`src/rtl/abs_slip_brake_modulator_core_assert.svh`:
```
// Assertion helpers for the ABS slip modulator.
// Both expect clk and rst_n in the scope where they are used.
`ifndef ABS_SLIP_BRAKE_MODULATOR_CORE_ASSERT_SVH
`define ABS_SLIP_BRAKE_MODULATOR_CORE_ASSERT_SVH

// same-cycle implication
`define ABSM_ASSERT_IMPL(lbl, ante, cons) \
  lbl: assert property (@(posedge clk) disable iff (!rst_n) (ante) |-> (cons)) \
    else $error("absm assertion failed");

// next-cycle implication
`define ABSM_ASSERT_NEXT(lbl, ante, cons) \
  lbl: assert property (@(posedge clk) disable iff (!rst_n) (ante) |=> (cons)) \
    else $error("absm assertion failed");

`endif

```
`src/rtl/absm_pkg.sv`:
```
`timescale 1ns / 1ps

package absm_pkg;

  localparam int WHEELS    = 4;
  localparam int IN_WHEELS = 4;
  localparam int LANES     = (WHEELS < IN_WHEELS) ? WHEELS : IN_WHEELS;

  localparam int SPD_W   = 16;
  localparam int PEDAL_W = 13;
  localparam int THR_W   = 15;
  localparam int MAXP_W  = 8;
  localparam int OUT_W   = 15;
  localparam int SLIP_W  = 16;
  localparam int PM_W    = PEDAL_W + MAXP_W;
  // pedal * max_pressure * 5 needs three bits over the product
  localparam int BASE_W  = PM_W + 3;

  // one quotient bit per divider step: Q14 plus one bit for the value 1.0
  localparam int DIV_STEPS = 15;
  localparam int ST_MOD    = DIV_STEPS + 1;
  localparam int ST_TRQ    = DIV_STEPS + 2;
  localparam int NS        = DIV_STEPS + 3;

  localparam logic [14:0]      Q14_ONE   = 15'd16384;
  localparam logic [SPD_W-1:0] MIN_SPEED = 16'd256;
  localparam logic [14:0]      PRESS_K   = 15'd19661;

  localparam int CFG_IDX_W  = 2;
  localparam int CFG_DATA_W = 15;
  localparam logic [CFG_IDX_W-1:0] REG_ENABLE   = 2'd0;
  localparam logic [CFG_IDX_W-1:0] REG_SLIP_THR = 2'd1;
  localparam logic [CFG_IDX_W-1:0] REG_MAX_PRES = 2'd2;

  typedef struct packed {
    logic load;
    logic valid;
    logic enable;
    logic run;
  } merge_ctl_t;

  function automatic logic [OUT_W-1:0] sat_out(input logic [OUT_W:0] x);
    return x[OUT_W] ? {OUT_W{1'b1}} : x[OUT_W-1:0];
  endfunction

endpackage

```
`src/rtl/absm_merge.sv`:
```
`timescale 1ns / 1ps

module absm_merge (
  input  logic                        clk,
  input  logic                        rst_n,
  input  absm_pkg::merge_ctl_t        ctl,
  input  logic [absm_pkg::OUT_W-1:0]  torque_in [absm_pkg::IN_WHEELS],
  input  logic [absm_pkg::OUT_W-1:0]  pressure_in,
  input  logic [absm_pkg::SLIP_W-1:0] slip_in,
  input  logic [14:0]                 mod_in,
  output logic                        out_valid,
  output logic [absm_pkg::OUT_W-1:0]  torque [absm_pkg::IN_WHEELS],
  output logic [absm_pkg::OUT_W-1:0]  pressure,
  output logic                        active,
  output logic [absm_pkg::SLIP_W-1:0] slip,
  output logic [14:0]                 modulation
);

  // held state doubles as the output register: it only changes when the
  // slot is free, so it always matches the request on offer
  logic                        out_valid_r;
  logic [absm_pkg::OUT_W-1:0]  torque_r [absm_pkg::IN_WHEELS];
  logic [absm_pkg::OUT_W-1:0]  pressure_r;
  logic                        active_r;
  logic [absm_pkg::SLIP_W-1:0] slip_r;
  logic [14:0]                 mod_r;

  always_ff @(posedge clk) begin
    if (!rst_n) begin
      out_valid_r <= 1'b0;
      for (int i = 0; i < absm_pkg::IN_WHEELS; i++) torque_r[i] <= '0;
      pressure_r  <= '0;
      active_r    <= 1'b0;
      slip_r      <= '0;
      mod_r       <= '0;
    end else if (ctl.load) begin
      out_valid_r <= ctl.valid;
      if (ctl.valid && ctl.enable) begin
        if (ctl.run) begin
          for (int i = 0; i < absm_pkg::IN_WHEELS; i++) torque_r[i] <= torque_in[i];
          pressure_r <= pressure_in;
          slip_r     <= slip_in;
          mod_r      <= mod_in;
          active_r   <= 1'b1;
        end else begin
          active_r   <= 1'b0;
        end
      end
    end
  end

  assign out_valid  = out_valid_r;
  assign torque     = torque_r;
  assign pressure   = pressure_r;
  assign active     = active_r;
  assign slip       = slip_r;
  assign modulation = mod_r;

endmodule

```
`config.mk`:
```
export PLATFORM = sky130hd
export DESIGN_NAME = absm_merge
export DESIGN_NICKNAME = d
export VERILOG_FILES = /design/src/rtl/abs_slip_brake_modulator_core_assert.svh /design/src/rtl/absm_pkg.sv /design/src/rtl/absm_merge.sv
export SDC_FILE = /design/constraint.sdc
export NUM_CORES = 1
export LEC_CHECK = 0
export BUFFER_PORTS_ARGS = -buffer_cell sky130_fd_sc_hd__buf_2
export CORE_MARGIN = 5
export CORE_UTILIZATION = 41
export DETAILED_ROUTE_END_ITERATION = 8
export GPL_ROUTABILITY_DRIVEN = 0
export PLACE_DENSITY = 0.76
export SLEW_MARGIN = 0
export SYNTH_ARGS = -nofsm -noshare
export SYNTH_HDL_FRONTEND = slang
export SYNTH_SLANG_ARGS = --single-unit
export TNS_END_PERCENT = 20
```
`constraint.sdc`:
```
create_clock -name clk -period 0.9 [get_ports clk]
set_input_delay 0.09 -clock clk [delete_from_list [all_inputs] [get_ports clk]]
set_output_delay 0.09 -clock clk [all_outputs]
set_load 0.05 [all_outputs]
```
# == Yosys cells after proc, flatten, opt, wreduce, memory -nomap -nowiden ==
# Cells that the tools add are included.
# word_totals
regBits,108
out_inout_bits,108
# classes
muxes,1
reduce_logical,3
# op_table
cell,n
AND reduction 3 bit,1
AND reduction 2 bit,1
logical AND 1 bit,1
2-to-1 mux 1 bit,1

# == Longest topological paths before layout ==
# Gate-level depths: netlist of run 1.
# depth
depth_word,2
mapped_depth,5

# == Least setup slack after synthesis of run 1 ==
# OpenSTA, ideal clock, no wires.
# synth_timing
path_kind,input -> register
from,in ctl[1] (netlist name)
to,reg torque_r (netlist bit torque[25])
setup_time_ps,72
arrival_time_ps,872
t_required_ps,828
setup_slack_ps,-44
stages,5
n_path_buf,3
cell_sequence,and4_1 > buf_6 > buf_6 > buf_8 > mux2i_1
# synth_between
elab_chain_cells,2
# synth_rtl
item,line_no,rtl
"start, declared",absm_merge.sv:6,"input absm_pkg::merge_ctl_t ctl,"
logical AND 1 bit,absm_merge.sv:38,if (ctl.valid && ctl.enable) begin
AND reduction 3 bit (no line),-,
"end, declared",absm_merge.sv:22,logic [absm_pkg::OUT_W-1:0] torque_r [absm_pkg::IN_WHEELS];
# No other way between the ends.
# A chain may end at the register's enable or synchronous reset.

# == Worst setup path in the final report of run 1 ==
# layout_timing
from,reg torque_r (netlist bit torque[55])
to,out torque[55] (netlist name)
# layout_rtl
item,line_no,rtl
"end, declared",absm_merge.sv:12,"output logic [absm_pkg::OUT_W-1:0] torque [absm_pkg::IN_WHEELS],"
# No word-level cell between the ends.

==> results.md, run 1 <==
## Clock network
• 108 — number of clock sinks
• done — clock tree from TritonCTS
• 0.12 ns — CTS clk-pin slew, worst paths
• 2 — maximum buffer depth of the clock tree
• 0.37 ns — clock latency on the worst-skew pair
• sky130_fd_sc_hd__clkbuf_8 — cell at the root of the clock tree
• 9 — TritonCTS Buffers
• 3 — H-tree depth

## Power
• 1270 nW/um2 — total power density per cell area
• 3.447 nW — LEAKAGE
• 983.0 uV — worst-case vdd ir drop

## Cells and area
• 936 — final standard cell count with taps included and fillers excluded
• 88.66% — relative area change from synthesis to final layout
• 549 — Filler Cells Inserted
• 1903 um2 — multi-input gate area in the final layout
• 2297 um2 — Register Area
• sky130_fd_sc_hd__nand2_1 — commonest non-fill, non-tap cell in the layout
• 906 — number of nets at the end of the flow
• 8097 um2 — design area
• 46.31% — layout cells sized above 1
• sky130_fd_sc_hd__nand2_1, sky130_fd_sc_hd__buf_2, sky130_fd_sc_hd__dfxtp_2 — leading cell types in the layout, fill and taps excluded

## Timing
• 108 — final setup violating endpoints
• 0.2744 ns — transition time at the pin with the least slew margin
• yes — RSZ-0062 raised after global routing
• 0 — final hold violations
• 1.005 GHz — Max Freq
• 110.6% — post-route fraction of the period consumed by the critical path
• 0.9950 ns — Min Clock Period, post-route
• 0 ns — final setup skew
• 0 — max-slew violation count
• 0.03865 ns — worst hold-check slack
• -0.09504 ns — final worst slack
• 81.71% — max-slew headroom at the worst pin

## Job
• 0 — number of maximum-capacitance constraint violations

## Drt
• 4.928 — average via count per standard cell
• 17030 um — Total Wirelength
• 4613 — total number of vias
• 18.20 um — Wirelength per Cell
• 0 — count of unresolved DRC violations after routing
• 0 — number of nets still failing antenna checks after routing
• 6 — length of the first detailed-routing pass in iterations
• 240 — DRC violation total after the first TritonRoute iteration

## Synthesis
• 12 — Cell variety after synth
• 19.13% — simple logic cell fraction of the synthesized area
• 0.2041% — post-synthesis compound-gate area fraction
• 4292 um2 — Netlist Area Pre-Place
• 580 — total nets after synthesis
• 24.96% — mux cell area share after synthesis
• 468 — gate count after technology mapping
• 0% — share of synthesized cell area in full adder, half adder and majority cells
• 0 — synth warn
• 108 — register bit count reported by yosys
• multiplexers — combinational family with the most area after synthesis
• 9.170 um2 — synthesized area per cell
• 0% — xor and xnor fraction of the mapped netlist area
• 50.38% — proportion of synthesized chip area in sequential cells

## Global route
• 25810 um — wire length of the first global-routing pass
• 25.61% — GRT Total Usage
• 1 — antenna violations before repair
• 5012 — via count of the first global-routing pass
• 0 — total congestion overflow after global routing
• 69 — largest net degree at the start of global routing

## Placement
• 8388 um — post-DP HPWL
• 219 — Port-buffer cells
• 5533 um2 — placed standard-cell area
• -0.2189 ns — minimum setup slack after placement
• 803 — instance count after placement with tap cells included

## Worst setup path
• sky130_fd_sc_hd__dfxtp_2 — CP max stage cell
• reg2out — crit path kind
• buf_8 — critical path, cell by cell
• 2 — Max FO, Critical Path
• 1 — crit path buf inv count
• 0.38 ns — largest stage delay on the critical path
• 0.81 ns — data required time of the worst path
• register — Critical Path Start Type
• flip-flops — dominant delay contributor by cell family on the critical path
• 0.91 ns — arrival time reported for the critical path endpoint
• output port — sort of element at the end of the critical path

## Run status
• complete, but fails checks — result of the run
• setup timing — violations in the final reports

## Die
• 37 — number of placement rows
• 41.76% — effective utilization at floorplan
• 12610 um2 — Die Area
• 112.3 um — y dimension of the die
• 112.3 um — Horiz. Die Dim
• 220 — # IOs
• 10280 um2 — Core Region

## Min path
• in2reg — HP Class

## synth_stat cells, drive strengths merged
cell type  number  area (um2)
nand2         213       799.5
dfxtp         108        2162
mux2i         107        1071
buf            25       187.7
clkbuf         11       41.29
and3            1       6.260
and4            1       8.760
nor2b           1       6.260
o2bb2ai         1       8.760
## area by class of cell
class,instances,area share [%]
repair buffers,351,43.27
clock buffers,9,1.530
multi-input cells,324,23.50
flip-flops and latches,108,28.37
well taps,136,2.102
clock inverters,7,1.190
diodes,1,0.03091
## registers in the layout, indices dropped and copies added (netlist names)
signal / cells
out_valid: 1
active: 1
slip: 16
torque: 60
modulation: 15
pressure: 15
## per-stage QoR
stage / util (%) / TNS, ns / total power, W
global placement: 53.83 / -13.39 / 0.006269
CTS: 77.34 / -8.733 / 0.01017
finish: 78.78 / -6.863 / 0.01028
global route: 78.78 / -11.05 / 0.01065
detailed placement: 53.83 / -17.56 / 0.006301
floorplan: - / -0.8315 / 0.005849
## worst paths after layout
path / startpoint / to / slack (ns) / cells past startpoint
worst max-delay path: torque[55] / torque[55] / -0.1 / 1
worst min-delay path: ctl[2] / out_valid / 0.04 / 3
worst max register to register: torque[30] / torque[30] / 0.13 / 3
worst min register to register: pressure[0] / pressure[0] / 0.48 / 2
## power by group
| part | switching, W | leakage [nW] | total, W | internal, W |
|---|---|---|---|---|
| sequential | 0.000106 | 0.927 | 0.00501 | 0.00490 |
| clock | 0.00176 | 0.114 | 0.00335 | 0.00159 |
| combinational | 0.000950 | 2.41 | 0.00192 | 0.000968 |
## cells by family (layout without fill, tap and decap cells)
family | after synthesis | in the layout
other | 0 | 1
and+or+nand+nor | 216 | 216
buffers and inverters | 36 | 367
DFF | 108 | 108
AOI/OAI and AO/OA | 1 | 1
muxes | 107 | 107
## repair_timing
action / in CTS / in global routing
hold buffers: 105 / 1
endpoints found under the setup margin: 108 / 108
buffers inserted: 3 / 7
hold endpoints to repair: 105 / 1
gates resized for setup: 407 / 22
## metal layers
| metal | vias to the layer above | GRT usage, % | share of wire, % |
|---|---|---|---|
| met5 | - | 0 | 0 |
| met4 | 0 | 15.22 | 6.1 |
| met3 | 79 | 5.175 | 5.3 |
| met2 | 227 | 50.14 | 56 |
| met1 | 2158 | 24.15 | 33 |
| li1 | 2149 | - | - |
Power figures use the tool's default switching activity.
==> run 2: changes to the inputs <==
--- a/config.mk
+++ b/config.mk
@@ -6,6 +6,7 @@
 export NUM_CORES = 1
 export LEC_CHECK = 0
 export BUFFER_PORTS_ARGS = -buffer_cell sky130_fd_sc_hd__buf_2
+export CORE_ASPECT_RATIO = 0.9
 export CORE_MARGIN = 5
 export CORE_UTILIZATION = 41
 export DETAILED_ROUTE_END_ITERATION = 8
==> run 2 against run 1 <==
  * Core utilization down 1.6 points
  * Largest cell class unchanged
  * Worst hold slack got worse by 0.030 ns
  * Sequential share of layout area rose by 0.69 points
  * The flow still finishes with violations (setup timing)
  * Die area about the same
  * Count of clock-buffer cells in the layout increased by 2
  * Combinational power is 7% lower
  * Fmax is 5.8% higher
  * Cell count fell by 3.7%
  * Highest routed layer unchanged
  * Largest power group unchanged
  * Via count fell by 5.9%
  * Non-clock buffer count shrank 26
  * Setup slack gained 0.054 ns
==> results.md, run 2 (synthesis results as in run 1) <==
## Min path
• in2reg — HP Class

## Run status
• complete, but fails checks — result of the run
• setup timing — violations in the final reports

## Worst setup path
• 0.81 ns — data required time of the worst path
• 0.85 ns — arrival time reported for the critical path endpoint
• register — Critical Path Start Type
• buf_8 — critical path, cell by cell
• sky130_fd_sc_hd__dfxtp_2 — CP max stage cell
• reg2out — crit path kind
• output port — sort of element at the end of the critical path
• 0.36 ns — largest stage delay on the critical path
• flip-flops — dominant delay contributor by cell family on the critical path
• 2 — Max FO, Critical Path
• 1 — crit path buf inv count

## Job
• 0 — number of maximum-capacitance constraint violations

## Timing
• yes — RSZ-0062 raised after global routing
• 104.5% — post-route fraction of the period consumed by the critical path
• 0.008725 ns — worst hold-check slack
• 0 ns — final setup skew
• 0 — final hold violations
• 0 — max-slew violation count
• 108 — final setup violating endpoints
• -0.04077 ns — final worst slack
• 1.063 GHz — Max Freq
• 0.3047 ns — transition time at the pin with the least slew margin
• 79.68% — max-slew headroom at the worst pin
• 0.9408 ns — Min Clock Period, post-route

## Power
• 894.2 uV — worst-case vdd ir drop
• 1378 nW/um2 — total power density per cell area
• 3.356 nW — LEAKAGE

## Drt
• 4 — length of the first detailed-routing pass in iterations
• 0 — number of nets still failing antenna checks after routing
• 4.816 — average via count per standard cell
• 0 — count of unresolved DRC violations after routing
• 4339 — total number of vias
• 231 — DRC violation total after the first TritonRoute iteration
• 16.41 um — Wirelength per Cell
• 14790 um — Total Wirelength

## Placement
• -0.2083 ns — minimum setup slack after placement
• 219 — Port-buffer cells
• 7971 um — post-DP HPWL

## Cells and area
• 880 — number of nets at the end of the flow
• 0 — Antenna Cells
• sky130_fd_sc_hd__nand2_1 — commonest non-fill, non-tap cell in the layout
• 2300 um2 — Register Area
• 77.22% — final core utilization
• 60 — number of flip-flops under the largest register name
• 47.02% — layout cells sized above 1
• 570 — Filler Cells Inserted
• 84.37% — relative area change from synthesis to final layout
• 1903 um2 — multi-input gate area in the final layout
• sky130_fd_sc_hd__nand2_1, sky130_fd_sc_hd__buf_2, sky130_fd_sc_hd__mux2i_1, sky130_fd_sc_hd__dfxtp_2, sky130_fd_sc_hd__buf_8 — leading cell types in the layout, fill and taps excluded

## Die
• 10250 um2 — Core Region
• 12620 um2 — Die Area
• 220 — # IOs
• 107.1 um — y dimension of the die
• 117.8 um — Horiz. Die Dim
• 41.88% — effective utilization at floorplan
• 35 — number of placement rows

## Clock network
• 9 — TritonCTS Buffers
• 2 — maximum buffer depth of the clock tree
• sky130_fd_sc_hd__clkbuf_16 — cell at the root of the clock tree
• 3 — H-tree depth
• 0.33 ns — clock latency on the worst-skew pair
• 108 — number of clock sinks
• done — clock tree from TritonCTS
• 0.07 ns — CTS clk-pin slew, worst paths

## Global route
• 23340 um — wire length of the first global-routing pass
• 22.55% — GRT Total Usage
• 0 — antenna violations before repair
• 62 — largest net degree at the start of global routing
• 0 — total congestion overflow after global routing
• 4578 — via count of the first global-routing pass

-- run 2: worst paths after layout --
kind | startpoint | end | slack (ns) | cells after the start
min | torque_in[14] | torque[14] | 0.009 | 3
min reg2reg | torque[38] | torque[38] | 0.47 | 2
max | slip[0] | slip[0] | -0.04 | 1
max reg2reg | modulation[4] | modulation[4] | 0.10 | 4
-- run 2: power by group --
group	internal, W	leakage [nW]	switching, W	total (W)
clock	0.00243	0.142	0.00168	0.00410
sequential	0.00490	0.927	0.000101	0.00500
combinational	0.000895	2.29	0.000899	0.00179
-- run 2: area by class of cell --
type | instances | area share, %
clock inverters | 4 | 0.9488
flip-flops and latches | 108 | 29.06
well taps | 129 | 2.040
clock buffers | 11 | 2.941
repair buffers | 325 | 40.96
multi-input cells | 324 | 24.05
-- run 2: what timing repair did --
action                                  in CTS  in global routing
hold endpoints to repair                    83                  1
buffers inserted                             3                  8
hold buffers                                83                  1
gates resized for setup                    404                 26
endpoints found under the setup margin     108                108
-- run 2: metrics by stage --
step	total power (W)	area (um2)	cells	TNS, ns
floorplan	0.005849	4295	468	-0.8315
global placement	0.006255	5474	791	-13.64
detailed placement	0.006281	5474	791	-17.11
CTS	0.01090	7746	892	-3.109
global route	0.01130	7913	901	-4.975
finish	0.01090	7913	901	-2.051
-- run 2: layer usage --
layer / wire length [um] / part of all wire [%] / vias to the layer above / GRT usage [%]
li1: - / - / 2097 / -
met1: 5242 / 35 / 2013 / 23.36
met2: 7920 / 54 / 189 / 41.92
met3: 1173 / 7.9 / 40 / 7.700
met4: 448 / 3.0 / 0 / 8.763
met5: 0 / 0 / - / 0
-- run 2: worst register-to-register path: stages, from the launching register on --
cell and delay [ns]:
sky130_fd_sc_hd__dfxtp_2 0.34, sky130_fd_sc_hd__buf_4 0.13, sky130_fd_sc_hd__buf_4 0.12, sky130_fd_sc_hd__nand2_1 0.05, sky130_fd_sc_hd__mux2i_1 0.06
==> run 3: changes to the inputs <==
--- a/config.mk
+++ b/config.mk
@@ -6,12 +6,13 @@
 export NUM_CORES = 1
 export LEC_CHECK = 0
 export BUFFER_PORTS_ARGS = -buffer_cell sky130_fd_sc_hd__buf_2
+export CAP_MARGIN = 20
 export CORE_ASPECT_RATIO = 0.9
 export CORE_MARGIN = 5
-export CORE_UTILIZATION = 41
+export CORE_UTILIZATION = 35
 export DETAILED_ROUTE_END_ITERATION = 8
 export GPL_ROUTABILITY_DRIVEN = 0
-export PLACE_DENSITY = 0.76
+export PLACE_DENSITY = 0.67
 export SLEW_MARGIN = 0
 export SYNTH_ARGS = -nofsm -noshare
 export SYNTH_HDL_FRONTEND = slang
==> constraint.sdc (replaced) <==
create_clock -name clk -period 0.9 [get_ports clk]
set_input_delay 0.135 -clock clk [delete_from_list [all_inputs] [get_ports clk]]
set_output_delay 0.135 -clock clk [all_outputs]
set_load 0.05 [all_outputs]
==> run 3 against run 2 <==
  * The flow still finishes with violations (setup timing)
  * Worst hold slack better by 0.0099 ns
  * Cell count down 5.0%
  * Design area down 9.3%
  * Sequential cell count unchanged
  * Count of clock-buffer cells in the layout up 1
  * Clock skew unchanged
  * Non-clock buffer count down 77
  * Sequential power about the same
  * Combinational power down 17%
==> results.md, run 3 (synthesis results as in run 1) <==
## Timing
• 0 — max-slew violation count
• 79.89% — max-slew headroom at the worst pin
• 0.3017 ns — transition time at the pin with the least slew margin
• 0 — final hold violations
• yes — RSZ-0062 raised after global routing
• -0.08786 ns — final worst slack
• 108 — final setup violating endpoints
• 0 ns — final setup skew
• 1.012 GHz — Max Freq
• 0.9879 ns — Min Clock Period, post-route
• 109.8% — post-route fraction of the period consumed by the critical path

## Worst setup path
• 1 — crit path buf inv count
• 3 — worst reg-to-reg path cell count
• reg2out — crit path kind
• sky130_fd_sc_hd__dfxtp_2 — CP max stage cell
• buf_8 — critical path, cell by cell
• 2 — Max FO, Critical Path
• 0.76 ns — data required time of the worst path
• 0.85 ns — arrival time reported for the critical path endpoint
• output port — sort of element at the end of the critical path
• register — Critical Path Start Type
• flip-flops — dominant delay contributor by cell family on the critical path
• 0.35 ns — largest stage delay on the critical path
• 0.19 ns — minimum setup slack among reg-to-reg paths
• torque[59] — Reg-to-Reg Start
• torque[59] — worst flop-to-flop path endpoint

## Drt
• 4 — length of the first detailed-routing pass in iterations
• 12300 um — Total Wirelength
• 3892 — total number of vias
• 4833 um — DRT met1 WL
• 6341 um — WL met2
• 0 — number of nets still failing antenna checks after routing
• 0 — count of unresolved DRC violations after routing
• 130 — DRC violation total after the first TritonRoute iteration
• 4.547 — average via count per standard cell
• 850 um — routed wire length on met3
• 14.36 um — Wirelength per Cell
• met4 — top layer in use

## Global route
• 45 — largest net degree at the start of global routing
• 19120 um — wire length of the first global-routing pass
• 4035 — via count of the first global-routing pass
• 16.25% — GRT Total Usage
• 0 — total congestion overflow after global routing
• 0 — antenna violations before repair

## Min path
• torque_in[43] — beginning of the worst hold path
• torque[43] — end point of the worst hold path
• in2reg — HP Class
• 3 — worst hold path cell count

## Die
• 35.68% — effective utilization at floorplan
• 12030 um2 — Core Region
• 126.7 um — Horiz. Die Dim
• 38 — number of placement rows
• 14580 um2 — Die Area
• 115.1 um — y dimension of the die
• 220 — # IOs

## Run status
• complete, but fails checks — result of the run
• setup timing — violations in the final reports

## Clock network
• sky130_fd_sc_hd__clkbuf_16 — cell at the root of the clock tree
• 0.34 ns — clock latency on the worst-skew pair
• 9 — TritonCTS Buffers
• 2 — maximum buffer depth of the clock tree
• 3 — H-tree depth
• 108 — number of clock sinks
• 0.07 ns — CTS clk-pin slew, worst paths
• done — clock tree from TritonCTS

## Power
• 1349 uV — worst-case vdd ir drop
• 14.0% — Comb power frac
• 25.19% — proportion of total power due to net switching
• 3.047 nW — LEAKAGE
• 46.9% — proportion of power drawn by flip-flops and latches
• 0.002688 W — switching power of the nets
• 1487 nW/um2 — total power density per cell area
• 39.1% — clock network fraction of total power
• 0.007982 W — cell-internal power

## Cells and area
• 965 — Filler Cells Inserted
• sky130_fd_sc_hd__nand2_1, sky130_fd_sc_hd__buf_2, sky130_fd_sc_hd__dfxtp_2 — leading cell types in the layout, fill and taps excluded
• 856 — final standard cell count with taps included and fillers excluded
• 803 — number of nets at the end of the flow
• 53.30% — layout cells sized above 1
• sky130_fd_sc_hd__nand2_1 — commonest non-fill, non-tap cell in the layout
• 67.17% — relative area change from synthesis to final layout
• 60 — number of flip-flops under the largest register name
• 0 — Antenna Cells

## Placement
• -0.2584 ns — minimum setup slack after placement
• 830 — instance count after placement with tap cells included
• 219 — Port-buffer cells
• 8437 um — post-DP HPWL

## Job
• 0 — number of maximum-capacitance constraint violations

run 3: changes by cell type in the layout (fill, tap and decap cells not counted), moves of 2 or more:
cell                            change
sky130_fd_sc_hd__buf_4              +6
sky130_fd_sc_hd__buf_6              -2
sky130_fd_sc_hd__buf_8              +2
sky130_fd_sc_hd__clkbuf_1           -2
sky130_fd_sc_hd__clkbuf_8           +3
sky130_fd_sc_hd__dlygate4sd3_1     -82
run 3: timing repair:
item                                    4_1_cts  5_1_grt
resized for setup                           417       14
endpoints found under the setup margin      108      108
hold buffers                                  2        0
hold endpoints to repair                      2        0
buffers inserted                              3        5
run 3: worst max-delay path by stage:
stage | from | endpoint | slack, ns | cells past startpoint
final | torque[48] | torque[48] | -0.09 | 1
after CTS | torque[45] | torque[45] | -0.11 | 1
after floorplan | ctl[1] | torque[25] | -0.07 | 5
after detailed placement | ctl[1] | torque[9] | -0.26 | 4
after global placement | ctl[3] | pressure[7] | -0.20 | 4
after global routing | slip[15] | slip[15] | -0.13 | 1
run 3: through the flow:
| stage | hold slack [ns] | power, W | util, % | TNS (ns) | instance area [um2] |
|---|---|---|---|---|---|
| after detailed placement | 0.3886 | 0.006309 | 46.22 | -21.33 | 5560 |
| after CTS | 0.002708 | 0.01077 | 58.89 | -9.991 | 7084 |
| final | 0.01859 | 0.01067 | 59.64 | -7.856 | 7174 |
| after global placement | 0.3808 | 0.006281 | 46.22 | -18.92 | 5560 |
| after floorplan | 0.2771 | 0.005849 | - | -2.629 | 4295 |
| after global routing | 0.01081 | 0.01109 | 59.64 | -12.03 | 7174 |
run 3: power by group through the flow:
| stage | clock network [W] | logic (W) | registers (W) |
|---|---|---|---|
| CTS | 0.00430 | 0.00147 | 0.00500 |
| global route | 0.00449 | 0.00159 | 0.00502 |
| detailed placement | 0 | 0.00126 | 0.00505 |
| floorplan | 0 | 0.000429 | 0.00542 |
| finish | 0.00418 | 0.00149 | 0.00500 |
| global placement | 0 | 0.00124 | 0.00504 |
run 3: metal layers:
| layer | vias up | global-route usage (%) |
|---|---|---|
| li1 | 1951 | - |
| met1 | 1784 | 17.35 |
| met2 | 136 | 29.62 |
| met3 | 21 | 5.481 |
| met4 | 0 | 6.505 |
| met5 | - | 0 |
run 3: layout make-up:
type / count / area (um2) / share of cell area, %
clock inverter: 4 / 55.05 / 0.7674
clock buffer: 12 / 266.5 / 3.715
tap: 160 / 200.2 / 2.790
multi-input combinational: 324 / 1903 / 26.53
timing repair buffer: 248 / 2452 / 34.18
sequential: 108 / 2297 / 32.02
